<file path="src/hdl/cpdr_queue.sv">
// Small register-based FIFO, used for the job queue and the result queue.
// No package dependency; DEPTH must be a power of two, at least two.
`default_nettype none

module cpdr_queue #(
  parameter int WIDTH = 8,
  parameter int DEPTH = 4
) (
  input  logic                       clk,
  input  logic                       rst,
  input  logic                       push,
  input  logic [WIDTH-1:0]           push_data,
  input  logic                       pop,
  output logic [WIDTH-1:0]           pop_data,
  output logic                       full,
  output logic                       empty,
  output logic [$clog2(DEPTH+1)-1:0] count
);

  localparam int PTR_W = $clog2(DEPTH);
  localparam int CNT_W = $clog2(DEPTH + 1);

  logic [WIDTH-1:0] mem [DEPTH];
  logic [PTR_W-1:0] wr_ptr;
  logic [PTR_W-1:0] rd_ptr;
  logic             do_push;
  logic             do_pop;

  assign full     = (count == CNT_W'(DEPTH));
  assign empty    = (count == '0);
  assign do_push  = push && !full;
  assign do_pop   = pop && !empty;
  assign pop_data = mem[rd_ptr];

  always_ff @(posedge clk) begin
    if (rst) begin
      wr_ptr <= '0;
      rd_ptr <= '0;
      count  <= '0;
    end else begin
      if (do_push) wr_ptr <= wr_ptr + 1'b1;
      if (do_pop) rd_ptr <= rd_ptr + 1'b1;
      if (do_push && !do_pop) count <= count + 1'b1;
      else if (do_pop && !do_push) count <= count - 1'b1;
    end
  end

  always_ff @(posedge clk) begin
    if (do_push) mem[wr_ptr] <= push_data;
  end

endmodule

`default_nettype wire

</file>
<file path="config.mk">
export PLATFORM = sky130hd
export DESIGN_NAME = cpdr_queue
export DESIGN_NICKNAME = d
export VERILOG_FILES = /design/src/hdl/cpdr_queue.sv
export SDC_FILE = /design/constraint.sdc
export NUM_CORES = 1
export LEC_CHECK = 0
export BUFFER_PORTS_ARGS = -buffer_cell sky130_fd_sc_hd__buf_2
export CELL_PAD_IN_SITES_DETAIL_PLACEMENT = 1
export CELL_PAD_IN_SITES_GLOBAL_PLACEMENT = 2
export CORE_MARGIN = 1.5
export CORE_UTILIZATION = 37
export DETAILED_ROUTE_END_ITERATION = 8
export HOLD_SLACK_MARGIN = 0.06
export PLACE_DENSITY = 0.73
export SLEW_MARGIN = 0
export SYNTH_ARGS = -nofsm -noshare
export SYNTH_HDL_FRONTEND = slang
export SYNTH_SLANG_ARGS = --single-unit
</file>
<file path="constraint.sdc">
create_clock -name clk -period 2.1 [get_ports clk]
set_input_delay 0.105 -clock clk [delete_from_list [all_inputs] [get_ports clk]]
set_output_delay 0.105 -clock clk [all_outputs]
set_load 0.01 [all_outputs]
</file>
==> results.sh, run 1 <==
export IMPL_setup_tns_ns=0
export IMPL_fmax_mhz=507
export IMPL_end_kind="register"
export IMPL_vdd_drop_max_mv=0.528
export IMPL_io_buffers=24
export IMPL_async_reset_ff_share_pct=0
export IMPL_rrSetupSlack_ns=0.13
export IMPL_status="finished clean"
export IMPL_drv_cap=0
export IMPL_worst_ep_arrival_time_ns=2.19
export IMPL_synth_seq_cells=41
export IMPL_path_class="register to register"
export IMPL_crit_end="count[2]"
export IMPL_diodes=0
export IMPL_grt_pass1_vias=977
export IMPL_hp_class="input pin to register"
export IMPL_drt_iter0_drc=53
export IMPL_root_buffer="clkbuf_8"
export IMPL_synth_fp_nets=108
export IMPL_routedWlPerCell_um=16.7
export IMPL_antenna_found_initial=0
export IMPL_setup_ws_ns=0.129
export IMPL_skew_ns=0.00688
export IMPL_slew_viol_final=0
export IMPL_yosysMostFrequentCell="edfxtp_1"
export IMPL_numCtsBuffers=5
export IMPL_avgViaCountPerCell=4.88
export IMPL_clockBufferDepth=2
export IMPL_cts_max_level=2
export IMPL_layout_drive_gt1_share_pct=39.7
export IMPL_grt_first_pass_wirelength_um=4930
export IMPL_syn_cell_area_um2=1620
export IMPL_gp_congestion=0.754
export IMPL_rows=23
export IMPL_dp_cells=164
export IMPL_period_minus_slack_ns=1.97
export IMPL_yosys_cell_types_count=22
export IMPL_dpl_worst_slack_ns=-0.00889
export IMPL_timing_final_crit_share_pct=93.8
export IMPL_boundaryPins=25
export IMPL_max_stage_delay_ns=0.38
export IMPL_grt_usage_pct=14.0
export IMPL_fin_nets=148
export IMPL_setup_violations=0
export IMPL_drc_errors=0
export IMPL_syn_inst=90
export IMPL_grt_max_degree=13
export IMPL_netlist_top_cells_area="edfxtp_1, dfxtp_1, mux4_2"
export IMPL_p_total_mw=2.30
export IMPL_ys_flop_type="edfxtp_1"
export IMPL_cp_start_kind="register"
export IMPL_slowest_stage="dfxtp_4"
export IMPL_fp_dieH_um=69.2
export IMPL_rr_worst_depth=7
export IMPL_routed_via_count=884
export IMPL_insertion_delay_ns=0.29
export IMPL_seq_area_frac_synth_pct=70.4
export IMPL_yosys_top_cells_count="edfxtp_1, dfxtp_1, mux4_2"
export IMPL_fin_cells=181
export IMPL_cts_tree="done"
export IMPL_dp_hpwl_um=2180
export IMPL_drtAntennaViolNets=0
export IMPL_initial_core_util_pct=39.4
export IMPL_p_leak_nw=0.750
export IMPL_first_pass_iters=4
export IMPL_r2r_start="count[1]"
export IMPL_required_ns=2.31
export IMPL_cts_sinks=41
export IMPL_synth_top_area_share_pct=59.3
export IMPL_area_delta_synth_final_pct=24.8
export IMPL_rsz0062_at_grt="false"
export IMPL_synth_edff_count=32
export IMPL_r2r_end="count[2]"
export IMPL_die_area_um2=4790
export IMPL_crit_path_start="count[1]"
export IMPL_coreArea_um2=4120
export IMPL_yosysWarnings=0
export IMPL_maxSlewHeadroom_pct=70.0
export IMPL_grt_remaining_overflow=0
export IMPL_dieWidth_um=69.2
export IMPL_final_hold_violation_count=0
export IMPL_critPathMaxFanout=7
export IMPL_synth_area_per_cell_um2=18.0
export IMPL_crit_chain="o31ai_4, ha_2, inv_1, fa_2, xor2_1, or3_1, a21oi_1"
export IMPL_wirelength_um=3010
export IMPL_synth_largest_area_cell="edfxtp_1"
export IMPL_powerDensity_nw_per_um2=1140
export IMPL_clk_pin_slew_worst_paths_ns=0.07
export IMPL_tightest_slew_ns=0.450
## cell usage in the layout, fill, tap and decap left out, types with 2 or more instances in the layout
cell,Yosys,layout
edfxtp_1,32,32
buf_2,1,24
mux4_2,8,8
dlygate4sd3_1,0,8
clkbuf_8,0,7
dfxtp_1,9,6
nor2_1,5,5
inv_1,4,4
and2_1,4,4
xor2_1,4,4
ha_1,5,4
buf_4,0,4
mux2i_1,2,2
o21ai_0,2,2
or3_1,2,2
a21oi_1,2,2
nand2b_1,2,2
dfxtp_2,0,2
## final cells by class
class                           instances  area, um2
Clock buffer                            7       96.3
Clock inverter                          1       5.00
Fill cell                             417       2090
Inverter                                4       15.0
Multi-Input combinational cell         42        465
Sequential cell                        41       1150
Tap cell                               50       62.6
Timing Repair Buffer                   36        230
## critical path, delay by kind of cell (launching register included)
| family | cells | cell delay, ns |
|---|---|---|
| buffers and inverters | 1 | 0.06 |
| XOR/XNOR | 1 | 0.16 |
| adder cells (fa/ha/maj) | 2 | 0.57 |
| flip-flops | 1 | 0.38 |
| AO/OA/AOI/OAI | 2 | 0.42 |
| AND/OR/NAND/NOR | 1 | 0.31 |
## worst min-delay path by stage
stage	start	end	slack [ns]	cells past startpoint
5_1_grt	rst	count[2]	0.10	2
2_1_floorplan	push_data[0]	mem[0][0]	0.20	0
3_3_place_gp	push_data[6]	mem[1][6]	0.32	1
4_1_cts	rst	count[1]	0.09	2
3_5_place_dp	push_data[6]	mem[2][6]	0.33	1
6_report	rst	count[1]	0.09	2
## power by group
group          internal [mW]  switching (mW)  total, mW
registers              0.996           0.107       1.10
logic                  0.343           0.303      0.646
clock network          0.297           0.259      0.555
total                   1.64           0.669       2.30
## through the flow
step	cell area, um2	hold WS, ns	util (%)
finish	2020	0.0933	49.1
floorplan	1620	0.204	-
global placement	1810	0.315	44.1
CTS	2000	0.0888	48.7
global route	2020	0.104	49.1
detailed placement	1810	0.327	44.1
## logic make-up (layout without fill, tap and decap cells)
kind of cell	Yosys count	after routing	synth area share, %
AOI/OAI and AO/OA	6	6	2.55
xor gates and xnor gates	4	4	2.16
adders and majority gates	6	6	5.10
buffers and inverters	7	48	1.70
DFF	41	41	70.4
muxes	10	10	12.4
and+or+nand+nor	16	16	5.71
## repair_timing
item	in CTS	in global routing
endpoints found under the setup margin	1	1
endpoints found under the hold margin	32	0
resized for setup	2	5
pin swaps	0	2
setup buffers	0	1
hold buffers	8	0
## routing by layer
metal	GRT usage [%]	routed length (um)	up-vias
met1	15.6	1250	438
met4	6.54	60	0
met5	0	0	-
li1	-	-	421
met2	24.1	1590	20
met3	4.51	119	5
## flip-flops by register name, indices dropped and copies added, names as in the netlist, named ones only
register / flops
mem: 32
wr_ptr: 2
count: 3
rd_ptr: 2
(Power assumes the default switching activity.)
==> run 2: changes to the inputs <==
MAX_ROUTING_LAYER = met4   (was not set)
clock period = 2 ns   (was 2.1 ns; I/O delays follow)
==> results.sh, run 2 (synthesis gave the netlist of run 1 again) <==
export IMPL_first_pass_iters=3
export IMPL_reg_top3="mem x32, count x3"
export IMPL_hp_class="input pin to register"
export IMPL_fmax_mhz=518
export IMPL_clockBufferDepth=2
export IMPL_final_cell_mix="edfxtp_1, buf_2, mux4_2, dlygate4sd3_1"
export IMPL_boundaryPins=25
export IMPL_avgViaCountPerCell=5.01
export IMPL_powerDensity_nw_per_um2=1230
export IMPL_slowest_stage="dfxtp_4"
export IMPL_p_leak_nw=0.763
export IMPL_setup_violations=0
export IMPL_gp_congestion=0.787
export IMPL_grt_usage_pct=15.1
export IMPL_drt_iter0_drc=45
export IMPL_end_kind="register"
export IMPL_tightest_slew_ns=0.448
export IMPL_timing_final_crit_share_pct=96.5
export IMPL_root_buffer="clkbuf_8"
export IMPL_rsz0062_at_grt="true"
export IMPL_final_hold_violation_count=0
export IMPL_status="finished clean"
export IMPL_io_buffers=24
export IMPL_period_minus_slack_ns=1.93
export IMPL_setup_ws_ns=0.0701
export IMPL_routed_via_count=916
export IMPL_skew_ns=0.00750
export IMPL_max_stage_delay_ns=0.38
export IMPL_insertion_delay_ns=0.29
export IMPL_crit_chain="o31ai_4, ha_2, inv_1, fa_1, xor2_1, or3_1, a21oi_2"
export IMPL_dpl_worst_slack_ns=0.0235
export IMPL_numCtsBuffers=5
export IMPL_grt_first_pass_wirelength_um=5260
export IMPL_cts_max_level=2
export IMPL_wirelength_um=3160
export IMPL_rows=23
export IMPL_area_delta_synth_final_pct=26.3
export IMPL_initial_core_util_pct=39.4
export IMPL_cts_tree="done"
export IMPL_critPathMaxFanout=7
export IMPL_grt_remaining_overflow=0
export IMPL_layout_drive_gt1_share_pct=39.8
export IMPL_diodes=0
export IMPL_drtAntennaViolNets=0
export IMPL_fp_dieH_um=69.2
export IMPL_drc_errors=0
export IMPL_fillers=423
export IMPL_slew_viol_final=0
export IMPL_placed_cell_area_um2=1820
export IMPL_post_route_util_pct=49.7
export IMPL_required_ns=2.23
export IMPL_top_register="mem"
export IMPL_path_class="register to register"
export IMPL_dp_hpwl_um=2130
export IMPL_final_common_cell="edfxtp_1"
export IMPL_antenna_found_initial=0
export IMPL_holdWs_ns=0.0907
export IMPL_maxSlewHeadroom_pct=70.2
export IMPL_vdd_drop_max_mv=0.483
export IMPL_clk_pin_slew_worst_paths_ns=0.08
export IMPL_grt_max_degree=14
export IMPL_dieWidth_um=69.2
export IMPL_worst_ep_arrival_time_ns=2.16
export IMPL_cp_start_kind="register"
export IMPL_largest_reg_flops=32
export IMPL_drv_cap=0
export IMPL_fin_nets=150
export IMPL_rrSetupSlack_ns=0.07
export IMPL_coreArea_um2=4120
export IMPL_routedWlPerCell_um=17.3
export IMPL_design_area_um2=2050
export IMPL_grt_pass1_vias=1027
export IMPL_cts_sinks=41
export IMPL_die_area_um2=4790
run 2: cell count changes in the layout (fill, tap and decap cells not counted), sizes merged:
cell	delta
buf	+2
bufinv	+1
clkbuf	-1
run 2: layer usage:
layer	wire length (um)	share of wire [%]	GRT usage [%]
met2	1780	56	26.7
met3	83	2.6	3.05
met4	55	1.7	7.19
met1	1240	39	16.1
met5	0	0	-
run 2: power by group:
part,switching (mW),internal [mW]
clock network,0.286,0.371
logic,0.345,0.371
registers,0.0924,1.05
total,0.723,1.79
run 2: per-stage QoR:
stage / std cells / power, mW / TNS, ns
2_1_floorplan: 90 / 1.56 / 0
3_3_place_gp: 165 / 1.80 / 0
3_5_place_dp: 165 / 1.82 / 0
4_1_cts: 181 / 2.50 / 0
5_1_grt: 183 / 2.65 / -0.0493
6_report: 183 / 2.51 / 0
run 2: path summary, 6_finish.rpt:
check / startpoint / endpoint / depth (start not counted)
worst max-delay path: count[0] / count[2] / 7
worst min-delay path: rst / count[2] / 2
worst max register to register: count[0] / count[2] / 7
worst min register to register: wr_ptr[1] / wr_ptr[1] / 2
run 2: critical path: cells and delay by family (launching register included):
kind,cells,cell delay [ns]
fa+ha+maj,2,0.58
flops,1,0.38
buf+inv,1,0.05
compound gates,2,0.37
simple gates,1,0.32
xor+xnor,1,0.17
run 2: cell type report:
cell class	instances	area [um2]	share of cell area, %
clock buffer	6	72.6	3.55
clock inverter	2	35.0	1.71
inverter	4	15.0	0.733
multi-input combinational	42	467	22.8
sequential	41	1150	56.2
tap	50	62.6	3.06
timing repair buffer	38	245	12.0
run 2: timing repair:
| action | in CTS | in global routing |
|---|---|---|
| hold endpoints to repair | 32 | 0 |
| setup endpoints to repair | 0 | 1 |
| gates resized for setup | 0 | 6 |
| setup buffers | 0 | 2 |
| hold buffers | 8 | 0 |
