`src/hdl/cpdr_pkg.sv`:
```
// Shared constants and types for the periodic compact-difference RHS block.
// No dependencies; imported by every module of the block but the queue.
`default_nettype none

package cpdr_pkg;

  // default sizing, handed down from the top level
  localparam int DEF_MAX_LINE    = 4096;
  localparam int DEF_SAMPLE_BITS = 32;
  localparam int DEF_FRAC_BITS   = 24;

  // fixed register widths
  localparam int COEF_W         = 32;
  localparam int CFG_DATA_W     = 32;
  localparam int LINE_LEN_W     = 13;
  localparam int LINE_LEN_RESET = 64;
  localparam int MIN_LINE       = 7;
  localparam int REG_IDX_W      = 2;

  // stencil geometry
  localparam int HEAD_DEPTH    = 6;  // samples kept from the start of a line
  localparam int STENCIL_REACH = 3;  // middle results trail the input by this
  localparam int WIN_TAPS      = 7;  // six window taps plus the incoming sample
  localparam int WRAP_BASE_W   = 3;

  // job layout: window taps, then the six wrap-fetch values, then position and last flag
  localparam int SLOT_FOLD = WIN_TAPS;
  localparam int JOB_SLOTS = WIN_TAPS + HEAD_DEPTH;

  // queue depths, powers of two
  localparam int ITEM_Q_DEPTH = 4;
  localparam int OUT_Q_DEPTH  = 8;

  typedef enum logic [REG_IDX_W-1:0] {
    REG_COEF_ONE,
    REG_COEF_TWO,
    REG_COEF_THREE,
    REG_LINE_LENGTH
  } reg_index_t;

  typedef struct packed {
    logic signed [COEF_W-1:0] one;
    logic signed [COEF_W-1:0] two;
    logic signed [COEF_W-1:0] three;
  } coef_t;

endpackage

`default_nettype wire

```
`src/hdl/cpdr_front.sv`:
```
// Front end: takes samples, keeps the line head and the sliding window,
// and turns every sample past the head into one job. Depends on cpdr_pkg.
`default_nettype none

module cpdr_front #(
  parameter int MAX_LINE    = cpdr_pkg::DEF_MAX_LINE,
  parameter int SAMPLE_BITS = cpdr_pkg::DEF_SAMPLE_BITS
) (
  input  logic                                   clk,
  input  logic                                   rst,
  input  logic                                   push,
  input  logic [SAMPLE_BITS-1:0]                 sample,
  output logic                                   full,
  input  logic [$clog2(MAX_LINE)-1:0]            len_last,
  input  logic [cpdr_pkg::WRAP_BASE_W-1:0]       wrap_base,
  input  logic                                   q_full,
  output logic                                   job_push,
  output logic [cpdr_pkg::JOB_SLOTS*SAMPLE_BITS+$clog2(MAX_LINE):0] job_data
);

  import cpdr_pkg::*;

  localparam int CNT_W   = $clog2(MAX_LINE);
  localparam int JOB_W   = JOB_SLOTS * SAMPLE_BITS + CNT_W + 1;
  localparam int HEAD_IW = $clog2(HEAD_DEPTH);

  logic [CNT_W-1:0]       cnt;
  logic [SAMPLE_BITS-1:0] head   [HEAD_DEPTH];
  logic [SAMPLE_BITS-1:0] window [HEAD_DEPTH];
  logic [SAMPLE_BITS-1:0] win    [WIN_TAPS];
  logic [SAMPLE_BITS-1:0] fold   [HEAD_DEPTH];
  logic                   in_head;
  logic                   last;
  logic                   accept;

  assign in_head  = (cnt < CNT_W'(HEAD_DEPTH));
  assign last     = (cnt >= len_last);
  assign full     = q_full && !in_head;
  assign accept   = push && !full;
  assign job_push = accept && !in_head;

  // fold[j] is sample j of the line as seen at the line end: short lines
  // overlap the head with the window, and the window wins there
  always_comb begin
    logic [WRAP_BASE_W-1:0] idx;
    idx = '0;
    for (int k = 0; k < HEAD_DEPTH; k++) begin
      win[k] = window[k];
    end
    win[HEAD_DEPTH] = sample;
    for (int j = 0; j < HEAD_DEPTH; j++) begin
      idx = WRAP_BASE_W'(j) - wrap_base + WRAP_BASE_W'(1);
      if (WRAP_BASE_W'(j) >= wrap_base) fold[j] = win[idx];
      else fold[j] = head[j];
    end
    for (int k = 0; k < WIN_TAPS; k++) begin
      job_data[k*SAMPLE_BITS +: SAMPLE_BITS] = win[k];
    end
    for (int j = 0; j < HEAD_DEPTH; j++) begin
      job_data[(SLOT_FOLD+j)*SAMPLE_BITS +: SAMPLE_BITS] = fold[j];
    end
    job_data[JOB_SLOTS*SAMPLE_BITS +: CNT_W] = cnt - CNT_W'(STENCIL_REACH);
    job_data[JOB_W-1] = last;
  end

  always_ff @(posedge clk) begin
    if (rst) begin
      cnt <= '0;
    end else if (accept) begin
      cnt <= last ? '0 : cnt + 1'b1;
    end
  end

  always_ff @(posedge clk) begin
    if (accept) begin
      if (in_head) head[cnt[HEAD_IW-1:0]] <= sample;
      for (int k = 0; k < HEAD_DEPTH - 1; k++) begin
        window[k] <= window[k+1];
      end
      window[HEAD_DEPTH-1] <= sample;
    end
  end

endmodule

`default_nettype wire

```
`config.mk`:
```
export PLATFORM = sky130hd
export DESIGN_NAME = cpdr_front
export DESIGN_NICKNAME = d
export VERILOG_FILES = /design/src/hdl/cpdr_pkg.sv /design/src/hdl/cpdr_front.sv
export SDC_FILE = /design/constraint.sdc
export NUM_CORES = 1
export LEC_CHECK = 0
export BUFFER_PORTS_ARGS = -buffer_cell sky130_fd_sc_hd__buf_2
export CAP_MARGIN = 5
export CORE_MARGIN = 8
export CORE_UTILIZATION = 50
export CTS_CLUSTER_DIAMETER = 30
export DETAILED_ROUTE_END_ITERATION = 8
export GPL_TIMING_DRIVEN = 0
export HOLD_SLACK_MARGIN = 0.02
export PLACE_DENSITY_LB_ADDON = 0.15
export SLEW_MARGIN = 25
export SYNTH_ARGS = -nofsm -noshare
export SYNTH_HDL_FRONTEND = slang
export SYNTH_SLANG_ARGS = --single-unit
export TNS_END_PERCENT = 100
```
`constraint.sdc`:
```
create_clock -name clk -period 5.79 [get_ports clk]
set_input_delay 0 -clock clk [delete_from_list [all_inputs] [get_ports clk]]
set_output_delay 0 -clock clk [all_outputs]
set_load 0.05 [all_outputs]
```
==> results_dict.tcl, run 1 <==
set metrics [dict create \
    cts_made_buffers 95 \
    routed-via-count 20000 \
    vdd_drop_max_mv 0.270 \
    viasPerCell 6.42 \
    dr.first_iter.drc_count 2510 \
    slew_headroom_pct 22.9 \
    worst_path_largest_cell_delay_ns 0.64 \
    synth_ff_type "edfxtp_1" \
    hold_end "cnt[7]" \
    yosysTopAreaCellShare_pct 51.1 \
    r2r_cells 10 \
    grt_setup_unrepaired "false" \
    end_kind "output pin" \
    row_count 78 \
    dr.pass1.iters 5 \
    worst_r2r_endpoint "window[1][8]" \
    wl_per_cell_um 30.1 \
    synth.area.top_cells "edfxtp_1 (51%), mux4_2 (13%), mux2i_1 (8.6%)" \
    clock-sinks 396 \
    fin_cells 3111 \
    grt_pass1_wl_um 136000 \
    ys_warn_count 0 \
    grt-ovfl-total 0 \
    yosysTopAreaCell "edfxtp_1" \
    ys_types 45 \
    setup_viol 0 \
    syn-cell-area_mm2 0.0226 \
    reg2reg_slack_ns 2.05 \
    gp_congestion 0.923 \
    critical_path_class "in2out" \
    cts_tree "built" \
    hold_start "len_last[10]" \
    ys_seq_area_share_pct 52.1 \
    final_common_cell "buf_2" \
    postLayoutCellArea_mm2 0.0299 \
    htreeDepth 3 \
    cts_root_buf "clkbuf_16" \
    placedCellCount 2894 \
    crit_family "buffers and inverters" \
    dpl.hpwl_um 65100 \
    synth.avg_cell_area_um2 12.7 \
    insertion_delay_ns 0.63 \
    antenna_found_initial 1 \
    cts_max_path_buffers 3 \
    coreArea_mm2 0.0450 \
    leakagePower_nw 12.1 \
    dieArea_mm2 0.0522 \
    finalCriticalPeriod_ns 4.53 \
    critical_path_buf_inv_count 9 \
    critPathArrivalTime_ns 4.53 \
    clock_skew_ns 0.0158 \
    start_util_pct 50.2 \
    cp-start-kind "input pin" \
    clk_pin_slew_worst_paths_ns 0.05 \
    worstReg2RegStart "cnt[6]" \
    final_cell_mix "buf_2 (516), edfxtp_1 (384), nand2_1 (201)" \
    period_share_pct 78.3 \
    cpMostUsedCell "buf_2" \
    fmax_mhz 221 \
    power_density_mw_per_mm2 393 \
    min_path_cells 8 \
    gr-usage-all-layers_pct 34.7 \
    drc 0 \
    fillers 3381 \
    final_max_slew_viol_count 0 \
    grt_pass1_vias 20400 \
    post_dp_cell_area_mm2 0.0261 \
    grt_max_degree 35 \
    status "completed" \
    min_path_type "in2reg" \
    antenna_left 0 \
    die_w_um 228 \
    portBuffers 481 \
    async_reset_ff_share_pct 0 \
    die_h_um 228 \
    crit_chain "buf_2, clkbuf_1, clkinv_1, clkbuf_1, ha_1, buf_2, buf_2, buf_2, clkbuf_1, o22ai_1, mux2i_1, o21ai_0, buf_2" \
    io_pins 482 \
    ys_seq_elements 396 \
    fin_setup_tns_ns 0 \
    holdWs_ns 0.279 \
    required_ns 5.79 \
    synth_fp_nets 1857 \
    cap_violations 0 \
    drt_wl_total_um 93700 \
    tightest_slew_ns 1.16 \
    finalHoldViolCount 0 \
    syn_inst 1784 \
    synth_edf_count 384 \
    crit_fanout 11 \
    fin_nets 2504 \
    cp_slowest_cell "clkbuf_1" \
    drive_gt1_share_pct 37.2 \
    postLayoutCoreUtil_pct 66.5 \
    syn_to_final_growth_pct 32.5 \
]
==> state kept, by name, indices dropped and copies added, names as in the netlist <==
| name | count |
|---|---|
| head | 192 |
| window | 192 |
| cnt | 12 |
==> worst max-delay path by stage <==
stage | slack (ns) | start | cells past startpoint | to
floorplan | 0.78 | cnt[6] | 4 | head[4][0]
global placement | -2.66 | cnt[6] | 4 | head[4][10]
detailed placement | 1.45 | wrap_base[0] | 13 | job_data[350]
CTS | 1.42 | wrap_base[0] | 13 | job_data[350]
global route | 1.12 | wrap_base[0] | 13 | job_data[350]
finish | 1.26 | wrap_base[0] | 13 | job_data[339]
==> power breakdown <==
part,total (W),internal (W),switching (W)
logic,0.00265,0.000724,0.00193
clock network,0.00561,0.00388,0.00173
registers,0.00348,0.00331,0.000163
==> cell usage after synthesis (16+ instances only) <==
library cell and n:
o21ai_0 130, ha_1 22, a221oi_1 33, mux4_2 128, inv_1 16, a31oi_1 31, clkbuf_1 91, mux2i_1 195
nand2_1 201, buf_2 25, a21oi_1 37, nor3_1 18, mux2_2 63, a211oi_1 32, nor2_1 142, o22ai_1 31
buf_1 34, a21o_1 32, o31ai_1 32, edfxtp_1 384, buf_4 34
==> worst register-to-register path, delay by kind of cell (launching register included) <==
kind	cells	cell delay (ns)
AOI/OAI and AO/OA	1	0.49
buffers and inverters	7	1.73
DFF	1	0.32
and+or+nand+nor	2	0.86
==> per-layer routing <==
metal | up-vias | share of wire (%) | track usage, %
met4 | 2 | 5.2 | 18.1
met3 | 284 | 13 | 12.3
li1 | 8241 | - | -
met2 | 1608 | 46 | 53.2
met1 | 9851 | 36 | 42.9
met5 | - | 0.014 | 0
==> final cells by class <==
cell class,count,area [um2],area share (%)
antenna,1,2.50,0.00837
clock inverter,71,856,2.86
multi-input combinational,1185,9920,33.2
inverter,18,71.3,0.239
sequential,396,11800,39.4
clock buffer,105,2500,8.36
buffer,185,868,2.90
timing repair buffer,550,3160,10.6
tap,600,751,2.51
==> what timing repair did <==
| item | CTS | global route |
|---|---|---|
| buffers inserted | 0 | 0 |
| resized for setup | 0 | 0 |
| hold endpoints to repair | 242 | 0 |
| hold buffers | 40 | 0 |
==> through the flow <==
step,power (W),setup WS (ns)
floorplan,0.00530,0.781
global placement,0.00607,-2.66
detailed placement,0.00611,1.45
CTS,0.0117,1.42
global route,0.0120,1.12
finish,0.0117,1.26
==> logic make-up after synthesis <==
logic type | share of synthesized area [%]
DFF | 52.1
and+or+nand+nor | 6.91
muxes | 24.6
AOI/OAI and AO/OA | 10.2
buffers and inverters | 4.11
xor gates and xnor gates | 0.854
adders and majority gates | 1.22
No activity file was read; power rests on OpenSTA's default activity.
==> run 2: changes to the inputs <==
Settings changed: CORE_UTILIZATION 50 to 55.
Clock period 5.79 ns to 4.3 ns, I/O delays scaled along.
==> run 2 against run 1 <==
Clock power is 20% higher. Largest cell class unchanged. Via count increased by 0.29%. Register-to-register slack lost 1.2 ns. Sequential cell count did not move. Sequential power is 34% higher. Combinational power grew 35%. Core utilization increased by 5.8 points.
==> results_dict.tcl, run 2 (synthesis results as in run 1) <==
set metrics [dict create \
    clock-sinks 396 \
    crit_fanout 11 \
    postLayoutCoreUtil_pct 72.2 \
    finalHoldViolCount 0 \
    dr.first_iter.drc_count 2786 \
    dpl.hpwl_um 63700 \
    dr.pass1.iters 6 \
    vdd_drop_max_mv 0.368 \
    die_w_um 219 \
    status "completed" \
    antenna_found_initial 3 \
    setup_viol 0 \
    row_count 74 \
    htreeDepth 3 \
    finalCriticalPeriod_ns 4.18 \
    cts_root_buf "clkbuf_16" \
    wl_per_cell_um 30.3 \
    gr-usage-all-layers_pct 37.1 \
    gp_congestion 0.912 \
    leakagePower_nw 11.9 \
    cts_made_buffers 88 \
    dieArea_mm2 0.0478 \
    final_max_slew_viol_count 0 \
    syn_to_final_growth_pct 30.1 \
    period_share_pct 97.3 \
    cts_max_path_buffers 3 \
    grt_pass1_vias 20300 \
    cts_tree "built" \
    drc 0 \
    fmax_mhz 239 \
    clock_skew_ns 0.0190 \
    setup_ws_ns 0.116 \
    required_ns 4.30 \
    antenna_left 0 \
    tightest_slew_ns 1.14 \
    critPathArrivalTime_ns 4.18 \
    final_common_cell "buf_2" \
    die_h_um 219 \
    min_path_type "in2reg" \
    viasPerCell 6.63 \
    cap_violations 0 \
    slew_headroom_pct 23.9 \
    end_kind "output pin" \
    power_density_mw_per_mm2 510 \
    final_cell_mix "buf_2 (509), edfxtp_1 (384), nand2_1 (201)" \
    routed-via-count 20000 \
    cts_setup_buffers 0 \
    portBuffers 481 \
    start_util_pct 55.5 \
    fin_nets 2487 \
    drt_wl_total_um 91700 \
    grt_max_degree 36 \
    grt_pass1_wl_um 132000 \
    coreArea_mm2 0.0406 \
    fillers 2864 \
    pre_cts_ws_ns 0.210 \
    io_pins 482 \
    insertion_delay_ns 0.62 \
    critical_path_class "in2out" \
    clk_pin_slew_worst_paths_ns 0.04 \
    drive_gt1_share_pct 36.7 \
    grt-ovfl-total 0 \
    grt_setup_unrepaired "false" \
    cp-start-kind "input pin" \
    holdWs_ns 0.128 \
]
==> run 2: changes by cell type in the layout (fill, tap and decap cells not counted), moves of 4 or more <==
cell,previous run,this run
clkbuf_2,3,8
clkbuf_1,95,106
inv_6,1,5
clkinv_2,15,11
bufinv_16,18,11
clkinv_1,20,12
buf_2,516,509
clkbuf_16,99,89
==> run 2: path summary, 6_finish.rpt <==
path | start | end | slack [ns] | cells past startpoint
worst max-delay path | wrap_base[0] | job_data[327] | 0.12 | 13
worst min-delay path | rst | cnt[11] | 0.13 | 3
worst max register to register | cnt[6] | window[5][10] | 0.84 | 8
worst min register to register | window[3][10] | window[2][10] | 0.54 | 0
==> run 2: power breakdown <==
group	internal (W)	switching, W
logic	0.000973	0.00261
clock network	0.00448	0.00224
registers	0.00446	0.000215
==> run 2: cell type report <==
type | count | area (um2) | area share (%)
clock buffer | 110 | 2320 | 7.89
timing repair buffer | 540 | 3090 | 10.5
inverter | 18 | 71.3 | 0.243
antenna | 1 | 2.50 | 0.00852
multi-input combinational | 1185 | 9940 | 33.8
clock inverter | 54 | 637 | 2.17
sequential | 396 | 11800 | 40.1
tap | 532 | 666 | 2.27
buffer | 185 | 875 | 2.98
==> run 2: stage by stage <==
| step | std cells | cell area (um2) | power, W | setup TNS (ns) |
|---|---|---|---|---|
| after floorplan | 1784 | 22600 | 0.00714 | 0 |
| after global placement | 2797 | 25700 | 0.00814 | -475.55 |
| after detailed placement | 2819 | 26000 | 0.00821 | 0 |
| after CTS | 3020 | 29300 | 0.0149 | 0 |
| after global routing | 3020 | 29400 | 0.0153 | 0 |
| final | 3021 | 29400 | 0.0150 | 0 |
==> run 2: per-layer routing <==
metal / routed length, um / global-route usage, % / vias up
met5: 29 / 0 / -
met4: 5060 / 19.7 / 4
met3: 13800 / 13.9 / 334
met2: 42100 / 57.3 / 1835
met1: 30700 / 45.1 / 9678
li1: - / - / 8193
==> run 2: what timing repair did <==
| item | CTS | global route |
|---|---|---|
| endpoints found under the setup margin | 0 | 12 |
| gates resized for setup | 0 | 6 |
| hold buffers | 37 | 0 |
| hold endpoints to repair | 240 | 0 |
==> run 2: worst max-delay path, stage by stage <==
cell	delay, ns
buf_2	0.10
clkbuf_1	0.18
clkinv_1	0.35
clkbuf_1	0.50
ha_1	0.47
buf_2	0.28
buf_2	0.41
buf_1	0.76
mux2i_1	0.17
o22ai_1	0.22
mux2i_1	0.11
o21ai_0	0.29
buf_2	0.33
